### config.mk
export PLATFORM = sky130hd
export DESIGN_NAME = utf8_stream_decoder
export DESIGN_NICKNAME = d
export VERILOG_FILES = /design/src/utf8sd_pkg.sv /design/src/utf8sd_fifo.sv /design/src/utf8sd_front.sv /design/src/utf8sd_back.sv /design/src/utf8_stream_decoder.sv
export SDC_FILE = /design/constraint.sdc
export NUM_CORES = 1
export LEC_CHECK = 0
export BUFFER_PORTS_ARGS = -buffer_cell sky130_fd_sc_hd__buf_2
export CORE_AREA = 4 4 93 95
export DETAILED_ROUTE_END_ITERATION = 10
export DIE_AREA = 0 0 97 99
export GPL_TIMING_DRIVEN = 0
export PLACE_DENSITY = 0.73
export SLEW_MARGIN = 30
export SYNTH_ARGS = -nofsm -noshare
export SYNTH_HDL_FRONTEND = slang
export SYNTH_SLANG_ARGS = --single-unit
### constraint.sdc
create_clock -name clk_i -period 3.24 [get_ports clk_i]
set_input_delay 0.972 -clock clk_i [delete_from_list [all_inputs] [get_ports clk_i]]
set_output_delay 0.972 -clock clk_i [all_outputs]
set_load 0.02 [all_outputs]
### src/utf8sd_pkg.sv
// ----------------------------------------------------------------------------
// utf8sd_pkg
// Shared types and constants of the UTF-8 stream decoder: byte classes,
// result status codes, item layouts and the scalar range limits.
// ----------------------------------------------------------------------------
package utf8sd_pkg;

  localparam int unsigned QueueDepth = 2;
  localparam int unsigned CpWidth    = 21;

  // Byte classes produced by the front end
  typedef enum logic [2:0] {
    CLS_ASCII = 3'd0,
    CLS_LEAD2 = 3'd1,
    CLS_LEAD3 = 3'd2,
    CLS_LEAD4 = 3'd3,
    CLS_CONT  = 3'd4,
    CLS_BAD   = 3'd5
  } cls_e;

  typedef enum logic [1:0] {
    ST_PENDING = 2'd0,
    ST_DONE    = 2'd1,
    ST_ERROR   = 2'd2
  } status_e;

  // Classified byte: class plus the payload bits that the class carries
  typedef struct packed {
    cls_e       cls;
    logic [6:0] bits;
  } cls_item_t;

  typedef struct packed {
    status_e              status;
    logic [CpWidth-1:0]   code_point;
  } result_t;

  localparam logic [2:0] Len2 = 3'd2;
  localparam logic [2:0] Len3 = 3'd3;
  localparam logic [2:0] Len4 = 3'd4;

  localparam logic [CpWidth-1:0] MaxScalar = 21'h10FFFF;
  localparam logic [CpWidth-1:0] SurrLo    = 21'h00D800;
  localparam logic [CpWidth-1:0] SurrHi    = 21'h00DFFF;
  localparam logic [CpWidth-1:0] Min2      = 21'h000080;
  localparam logic [CpWidth-1:0] Min3      = 21'h000800;
  localparam logic [CpWidth-1:0] Min4      = 21'h010000;

endpackage

### src/utf8sd_fifo.sv
// ----------------------------------------------------------------------------
// utf8sd_fifo
// Small register queue with full/empty flags, used between decoder stages
// and in front of the result ports.
// ----------------------------------------------------------------------------
module utf8sd_fifo #(
  parameter int unsigned Width = 8,
  parameter int unsigned Depth = utf8sd_pkg::QueueDepth
) (
  input  logic             clk_i,
  input  logic             rst_ni,
  input  logic             push_i,
  input  logic [Width-1:0] data_i,
  output logic             full_o,
  input  logic             pop_i,
  output logic [Width-1:0] data_o,
  output logic             empty_o
);

  localparam int unsigned PtrW = (Depth > 1) ? $clog2(Depth) : 1;
  localparam int unsigned CntW = $clog2(Depth + 1);
  localparam logic [PtrW-1:0] LastPtr = PtrW'(Depth - 1);
  localparam logic [CntW-1:0] FullCnt = CntW'(Depth);

  logic [Width-1:0] mem_q [Depth];
  logic [PtrW-1:0]  wr_ptr_q, wr_ptr_d;
  logic [PtrW-1:0]  rd_ptr_q, rd_ptr_d;
  logic [CntW-1:0]  cnt_q, cnt_d;
  logic             do_push, do_pop;

  assign full_o  = (cnt_q == FullCnt);
  assign empty_o = (cnt_q == '0);
  assign do_push = push_i && !full_o;
  assign do_pop  = pop_i && !empty_o;
  assign data_o  = mem_q[rd_ptr_q];

  always_comb begin
    wr_ptr_d = wr_ptr_q;
    rd_ptr_d = rd_ptr_q;
    cnt_d    = cnt_q;
    if (do_push) begin
      wr_ptr_d = (wr_ptr_q == LastPtr) ? '0 : wr_ptr_q + 1'b1;
    end
    if (do_pop) begin
      rd_ptr_d = (rd_ptr_q == LastPtr) ? '0 : rd_ptr_q + 1'b1;
    end
    if (do_push && !do_pop) begin
      cnt_d = cnt_q + 1'b1;
    end else if (do_pop && !do_push) begin
      cnt_d = cnt_q - 1'b1;
    end
  end

  always_ff @(posedge clk_i or negedge rst_ni) begin
    if (!rst_ni) begin
      wr_ptr_q <= '0;
      rd_ptr_q <= '0;
      cnt_q    <= '0;
    end else begin
      wr_ptr_q <= wr_ptr_d;
      rd_ptr_q <= rd_ptr_d;
      cnt_q    <= cnt_d;
    end
  end

  always_ff @(posedge clk_i) begin
    if (do_push) begin
      mem_q[wr_ptr_q] <= data_i;
    end
  end

endmodule

### src/utf8sd_front.sv
// ----------------------------------------------------------------------------
// utf8sd_front
// Accepts raw bytes, classifies each one (ASCII, lead byte, continuation,
// invalid) and queues the class with its payload bits for the back end.
// ----------------------------------------------------------------------------
module utf8sd_front #(
  parameter int unsigned QueueDepth = utf8sd_pkg::QueueDepth
) (
  input  logic                  clk_i,
  input  logic                  rst_ni,
  input  logic                  push_i,
  input  logic [7:0]            in_byte_i,
  output logic                  full_o,
  input  logic                  item_pop_i,
  output utf8sd_pkg::cls_item_t item_o,
  output logic                  item_empty_o
);

  utf8sd_pkg::cls_item_t item;
  logic [$bits(utf8sd_pkg::cls_item_t)-1:0] item_raw;

  always_comb begin
    unique casez (in_byte_i)
      8'b0???????: begin
        item.cls  = utf8sd_pkg::CLS_ASCII;
        item.bits = in_byte_i[6:0];
      end
      8'b10??????: begin
        item.cls  = utf8sd_pkg::CLS_CONT;
        item.bits = {1'b0, in_byte_i[5:0]};
      end
      8'b110?????: begin
        item.cls  = utf8sd_pkg::CLS_LEAD2;
        item.bits = {2'b0, in_byte_i[4:0]};
      end
      8'b1110????: begin
        item.cls  = utf8sd_pkg::CLS_LEAD3;
        item.bits = {3'b0, in_byte_i[3:0]};
      end
      8'b11110???: begin
        item.cls  = utf8sd_pkg::CLS_LEAD4;
        item.bits = {4'b0, in_byte_i[2:0]};
      end
      default: begin
        item.cls  = utf8sd_pkg::CLS_BAD;
        item.bits = '0;
      end
    endcase
  end

  utf8sd_fifo #(
    .Width($bits(utf8sd_pkg::cls_item_t)),
    .Depth(QueueDepth)
  ) u_cls_fifo (
    .clk_i  (clk_i),
    .rst_ni (rst_ni),
    .push_i (push_i),
    .data_i (item),
    .full_o (full_o),
    .pop_i  (item_pop_i),
    .data_o (item_raw),
    .empty_o(item_empty_o)
  );

  assign item_o = utf8sd_pkg::cls_item_t'(item_raw);

endmodule

### src/utf8sd_back.sv
// ----------------------------------------------------------------------------
// utf8sd_back
// Sequence tracker: holds the partial code point and byte counts, takes one
// classified byte per cycle unless res_full_i, emits pending, done or error.
// ----------------------------------------------------------------------------
module utf8sd_back (
  input  logic                  clk_i,
  input  logic                  rst_ni,
  input  utf8sd_pkg::cls_item_t item_i,
  input  logic                  item_empty_i,
  output logic                  item_pop_o,
  input  logic                  res_full_i,
  output logic                  res_push_o,
  output utf8sd_pkg::result_t   res_o
);

  localparam int unsigned CpW = utf8sd_pkg::CpWidth;

  logic [CpW-1:0] partial_q, partial_d;
  logic [2:0]     expected_q, expected_d;
  logic [2:0]     seen_q, seen_d;
  logic           fire;
  logic [CpW-1:0] shifted;
  logic [2:0]     seen_inc;
  logic [CpW-1:0] min_val;
  logic           scalar_ok;

  assign fire       = !item_empty_i && !res_full_i;
  assign item_pop_o = fire;
  assign res_push_o = fire;

  assign shifted  = {partial_q[CpW-7:0], item_i.bits[5:0]};
  assign seen_inc = seen_q + 3'd1;

  always_comb begin
    case (expected_q)
      utf8sd_pkg::Len2: min_val = utf8sd_pkg::Min2;
      utf8sd_pkg::Len3: min_val = utf8sd_pkg::Min3;
      default:          min_val = utf8sd_pkg::Min4;
    endcase
  end

  assign scalar_ok = (shifted >= min_val) && (shifted <= utf8sd_pkg::MaxScalar) &&
                     !((shifted >= utf8sd_pkg::SurrLo) && (shifted <= utf8sd_pkg::SurrHi));

  always_comb begin
    partial_d         = partial_q;
    expected_d        = expected_q;
    seen_d            = seen_q;
    res_o.status      = utf8sd_pkg::ST_PENDING;
    res_o.code_point  = '0;
    if (expected_q == 3'd0) begin
      unique case (item_i.cls)
        utf8sd_pkg::CLS_ASCII: begin
          res_o.status     = utf8sd_pkg::ST_DONE;
          res_o.code_point = {{(CpW-7){1'b0}}, item_i.bits};
        end
        utf8sd_pkg::CLS_LEAD2: begin
          partial_d  = {{(CpW-7){1'b0}}, item_i.bits};
          expected_d = utf8sd_pkg::Len2;
          seen_d     = 3'd1;
        end
        utf8sd_pkg::CLS_LEAD3: begin
          partial_d  = {{(CpW-7){1'b0}}, item_i.bits};
          expected_d = utf8sd_pkg::Len3;
          seen_d     = 3'd1;
        end
        utf8sd_pkg::CLS_LEAD4: begin
          partial_d  = {{(CpW-7){1'b0}}, item_i.bits};
          expected_d = utf8sd_pkg::Len4;
          seen_d     = 3'd1;
        end
        default: begin
          // stray byte while idle: flag it, keep state
          res_o.status = utf8sd_pkg::ST_ERROR;
        end
      endcase
    end else if (item_i.cls != utf8sd_pkg::CLS_CONT) begin
      // broken sequence: drop the byte and return to idle
      partial_d    = '0;
      expected_d   = '0;
      seen_d       = '0;
      res_o.status = utf8sd_pkg::ST_ERROR;
    end else if (seen_inc >= expected_q) begin
      partial_d  = '0;
      expected_d = '0;
      seen_d     = '0;
      if (scalar_ok) begin
        res_o.status     = utf8sd_pkg::ST_DONE;
        res_o.code_point = shifted;
      end else begin
        res_o.status = utf8sd_pkg::ST_ERROR;
      end
    end else begin
      partial_d = shifted;
      seen_d    = seen_inc;
    end
  end

  always_ff @(posedge clk_i or negedge rst_ni) begin
    if (!rst_ni) begin
      partial_q  <= '0;
      expected_q <= '0;
      seen_q     <= '0;
    end else if (fire) begin
      partial_q  <= partial_d;
      expected_q <= expected_d;
      seen_q     <= seen_d;
    end
  end

endmodule

### src/utf8_stream_decoder.sv
// ----------------------------------------------------------------------------
// utf8_stream_decoder
// Validating UTF-8 decoder, one byte in and one result out per item.
// ----------------------------------------------------------------------------
// Takes one byte per clock while full is low and returns one result per
// byte: pending, a completed code point, or a malformed-input error (code
// point reads zero unless complete). Throughput is one byte per cycle while
// the result queue has room; the shift-and-check in the sequence tracker is
// combinational. Each byte passes through the classifier queue and then the
// result queue before its result is visible on the output. Small queues sit
// between the byte classifier, the tracker and the result ports, so a stall
// on either side is buffered until a queue fills, then the other side stops.
module utf8_stream_decoder #(
  parameter int unsigned QueueDepth = utf8sd_pkg::QueueDepth
) (
  input  logic                              clk_i,
  input  logic                              rst_ni,
  input  logic                              push,
  input  logic [7:0]                        in_byte_i,
  output logic                              full,
  input  logic                              pop,
  output logic                              empty,
  output logic [1:0]                        status_o,
  output logic [utf8sd_pkg::CpWidth-1:0]    code_point_o
);

  utf8sd_pkg::cls_item_t item;
  logic                  item_empty;
  logic                  item_pop;
  logic                  res_full;
  logic                  res_push;
  utf8sd_pkg::result_t   res;
  utf8sd_pkg::result_t   res_head;
  logic [$bits(utf8sd_pkg::result_t)-1:0] res_raw;

  utf8sd_front #(
    .QueueDepth(QueueDepth)
  ) u_front (
    .clk_i       (clk_i),
    .rst_ni      (rst_ni),
    .push_i      (push),
    .in_byte_i   (in_byte_i),
    .full_o      (full),
    .item_pop_i  (item_pop),
    .item_o      (item),
    .item_empty_o(item_empty)
  );

  utf8sd_back u_back (
    .clk_i       (clk_i),
    .rst_ni      (rst_ni),
    .item_i      (item),
    .item_empty_i(item_empty),
    .item_pop_o  (item_pop),
    .res_full_i  (res_full),
    .res_push_o  (res_push),
    .res_o       (res)
  );

  utf8sd_fifo #(
    .Width($bits(utf8sd_pkg::result_t)),
    .Depth(QueueDepth)
  ) u_res_fifo (
    .clk_i  (clk_i),
    .rst_ni (rst_ni),
    .push_i (res_push),
    .data_i (res),
    .full_o (res_full),
    .pop_i  (pop),
    .data_o (res_raw),
    .empty_o(empty)
  );

  assign res_head     = utf8sd_pkg::result_t'(res_raw);
  assign status_o     = res_head.status;
  assign code_point_o = res_head.code_point;

endmodule
==> summary.md <==
| Metric | Value |
|---|---|
| Status | `finished, final reports clean` |
| Synth Flop Type | `edfxtp_1` |
| Synth Register Bits | `95` |
| Worst path max stage delay | `0.45 ns` |
| Worst clock skew | `0.00762 ns` |
| Synthesized area | `4200 um^2` |
| Vias per inst | `5.45` |
| CTS sink count | `95` |
| Gate Count Post-Synth | `324` |
| Hold crit path type | `reg2reg` |
| Skew-Pair Late Insertion Delay | `0.36 ns` |
| Initial drt markers | `151` |
| Distinct cells, synth | `45` |
| Family with the most delay on the worst path | `buffers and inverters` |
| Sequential area share after synthesis | `64.5%` |
| FILL cells | `616` |
| Design Power | `5170 uW` |
| Root buffer cell | `clkbuf_8` |
| First-pass DRT Iterations | `4` |
| EDFF count, synth | `66` |
| GPL Wtd Cong | `0.892` |
| WP data arrival | `2.04 ns` |
| Register area | `2710 um^2` |
| Peak VDD IR | `509 uV` |
| CP most frequent cell | `clkbuf_1` |
| Antenna violations before repair | `0` |
| Initial Util | `54.3%` |
| Vias in the first global route | `2510` |
| Crit path buffers/inverters | `3` |
| Leakage | `0.00193 uW` |
| Worst EP required | `2.27 ns` |
| # diodes | `0` |
| Remaining antenna violation count | `0` |
| Layout cells sized above 1 | `22.5%` |
| Crit end category | `output port` |
| Layout area overhead | `13.5%` |
| Layout Nets | `393` |
| Remaining Overflow, GRT | `0` |
| Crit Path Category | `reg2out` |
| WL per Instance | `15.6 um` |
| Die width | `97 um` |
| Final core utilization | `61.6%` |
| Slew headroom | `45.3%` |
| Worst hold slack | `0.502 ns` |
| CP max stage cell | `clkbuf_1` |
| Syn avg cell area | `12.9 um^2` |
| Largest net degree at the start of global routing | `30` |
| CTS tree | `done` |
| Io pins | `37` |
| Setup Viol. Count Final | `0` |
| RSZ-0062 raised after global routing | `no` |
| # rows | `32` |
| PwrDens | `1090 nW/um^2` |
| Final period utilization | `92.9%` |
| Hpwl dp | `5300 um` |
| Clock Tree Buf Depth | `2` |
| H-tree levels | `3` |
| Worst path cell trace | `clkbuf_1 > clkbuf_1 > mux2_2 > buf_2` |
| First-pass GRT wire length | `12500 um` |
| Port bufs | `36` |
| Ys Warns | `0` |
| Max cap viols | `0` |
| Die area | `9600 um^2` |
| Num CTS Buffers | `9` |
| Max-slew violation count | `0` |
| Post-synth ARST share | `30.5%` |
| Critical Path Fanout Max | `10` |
| Worst-Margin Slew | `0.817 ns` |
| All-Layer GR Usage | `16.5%` |
| Core area | `7730 um^2` |
| Syn Nets | `345` |
| DRC viols | `0` |
| Die Height | `99 um` |
| Multi-input logic area | `1390 um^2` |
| Worst Setup Start Kind | `flip-flop` |
| Fin. Hold Viols | `0` |
| Vias | `2612` |
| Routed WL | `7460 um` |
| FMAX | `0.332 GHz` |
| Setup_tns | `0 ns` |
| CTS Hold Buffers Added | `0` |
| Tmin final | `3.01 ns` |
| Worst-path clk slew | `0.09 ns` |
-- per-stage QoR --
step	setup WS [ns]	instances	area (um^2)
2_1_floorplan	0.962	324	4200
3_3_place_gp	0.416	462	4500
3_5_place_dp	0.411	463	4540
4_1_cts	0.155	479	4760
5_1_grt	0.0582	479	4760
6_report	0.231	479	4760
-- cells in the mapped netlist, drive strengths merged (2+ instances only) --
master  instances  area (um^2)
a21o            3         22.5
a21oi           3         15.0
a31oi           4         31.3
a32oi           2         17.5
and2           17          106
and3            2         17.5
buf             5         28.8
clkbuf          8         30.0
dfrtp          29          726
edfxtp         66         1980
ha              9          113
inv            14         52.6
mux2           23          259
mux2i           8         80.1
nand2          36          135
nand2b          2         12.5
nand3           4         20.0
nor2           23         86.3
nor2b           4         25.0
nor3            7         35.0
nor3b           2         15.0
nor4            2         12.5
o21ai          16         80.1
o22ai           2         12.5
o31ai           9         67.6
xnor2           7         61.3
xor2            4         35.0
-- state kept, by name, indices dropped and copies added, names as in the netlist --
signal and count:
u_res_fifo.rd_ptr_q 1, u_front.u_cls_fifo.cnt_q 2, u_front.u_cls_fifo.wr_ptr_q 1, u_front.u_cls_fifo.rd_ptr_q 1, u_res_fifo.cnt_q 2, u_back.expected_q 3, u_back.partial_q 15, u_back.seen_q 3
u_front.u_cls_fifo.mem_q 20, u_res_fifo.wr_ptr_q 1, u_res_fifo.mem_q 46
-- report_power, final --
group / switching, uW / leakage (uW) / internal (uW)
registers: 213 / 0.00101 / 1880
logic: 1390 / 0.000803 / 844
clock network: 410 / 0.000111 / 436
-- kinds of logic (layout without fill, tap and decap cells) --
kind of cell / Yosys count / count (layout) / synth area share [%]
compound gates: 46 / 46 / 7.46
buf+inv: 27 / 80 / 2.65
flops: 95 / 95 / 64.5
simple gates: 105 / 105 / 12.3
xor+xnor: 11 / 11 / 2.30
mux: 31 / 31 / 8.08
fa+ha+maj: 9 / 9 / 2.68
-- routing by layer --
metal | wire length (um) | global-route usage, %
met4 | 151 | 8.10
met5 | 0 | 0
met1 | 3350 | 20.7
met2 | 3670 | 27.9
met3 | 292 | 2.69
-- cell usage in the layout, fill, tap and decap left out, types with 8 or more instances in the layout --
cell type,instances
nand2_1,36
and2_1,16
inv_1,14
o31ai_1,9
edfxtp_1,66
nor2_1,22
clkbuf_8,9
buf_2,38
mux2_2,23
o21ai_0,9
ha_1,9
mux2i_1,8
dfrtp_1,29
-- worst paths after layout --
check	endpoint	start	cells after the start	slack (ns)
max in group asynchronous	u_back.seen_q[2]	rst_ni	1	2.15
min reg2reg	u_back.seen_q[1]	u_back.seen_q[1]	2	0.50
max reg2reg	u_back.expected_q[2]	u_back.seen_q[0]	10	0.64
max	code_point_o[19]	u_res_fifo.rd_ptr_q	4	0.23
min in group asynchronous	u_back.partial_q[1]	rst_ni	1	0.64
min	u_back.seen_q[1]	u_back.seen_q[1]	2	0.50
-- timing repair --
item	CTS	global route
buffers inserted	0	0
setup endpoints to repair	3	0
endpoints found under the hold margin	0	0
resized for setup	1	0
-- worst min-delay path: stages (launching register included) --
cell	delay (ns)
dfrtp_1	0.36
nand2_1	0.05
o21ai_0	0.06
-- layout make-up --
class | instances | area share [%]
Buffer | 13 | 1.26
Clock buffer | 9 | 2.60
Clock inverter | 7 | 2.00
Inverter | 14 | 1.10
Multi-Input combinational cell | 202 | 29.1
Sequential cell | 95 | 56.9
Tap cell | 102 | 2.68
Timing Repair Buffer | 37 | 4.36
No activity file was read; power rests on OpenSTA's default activity.
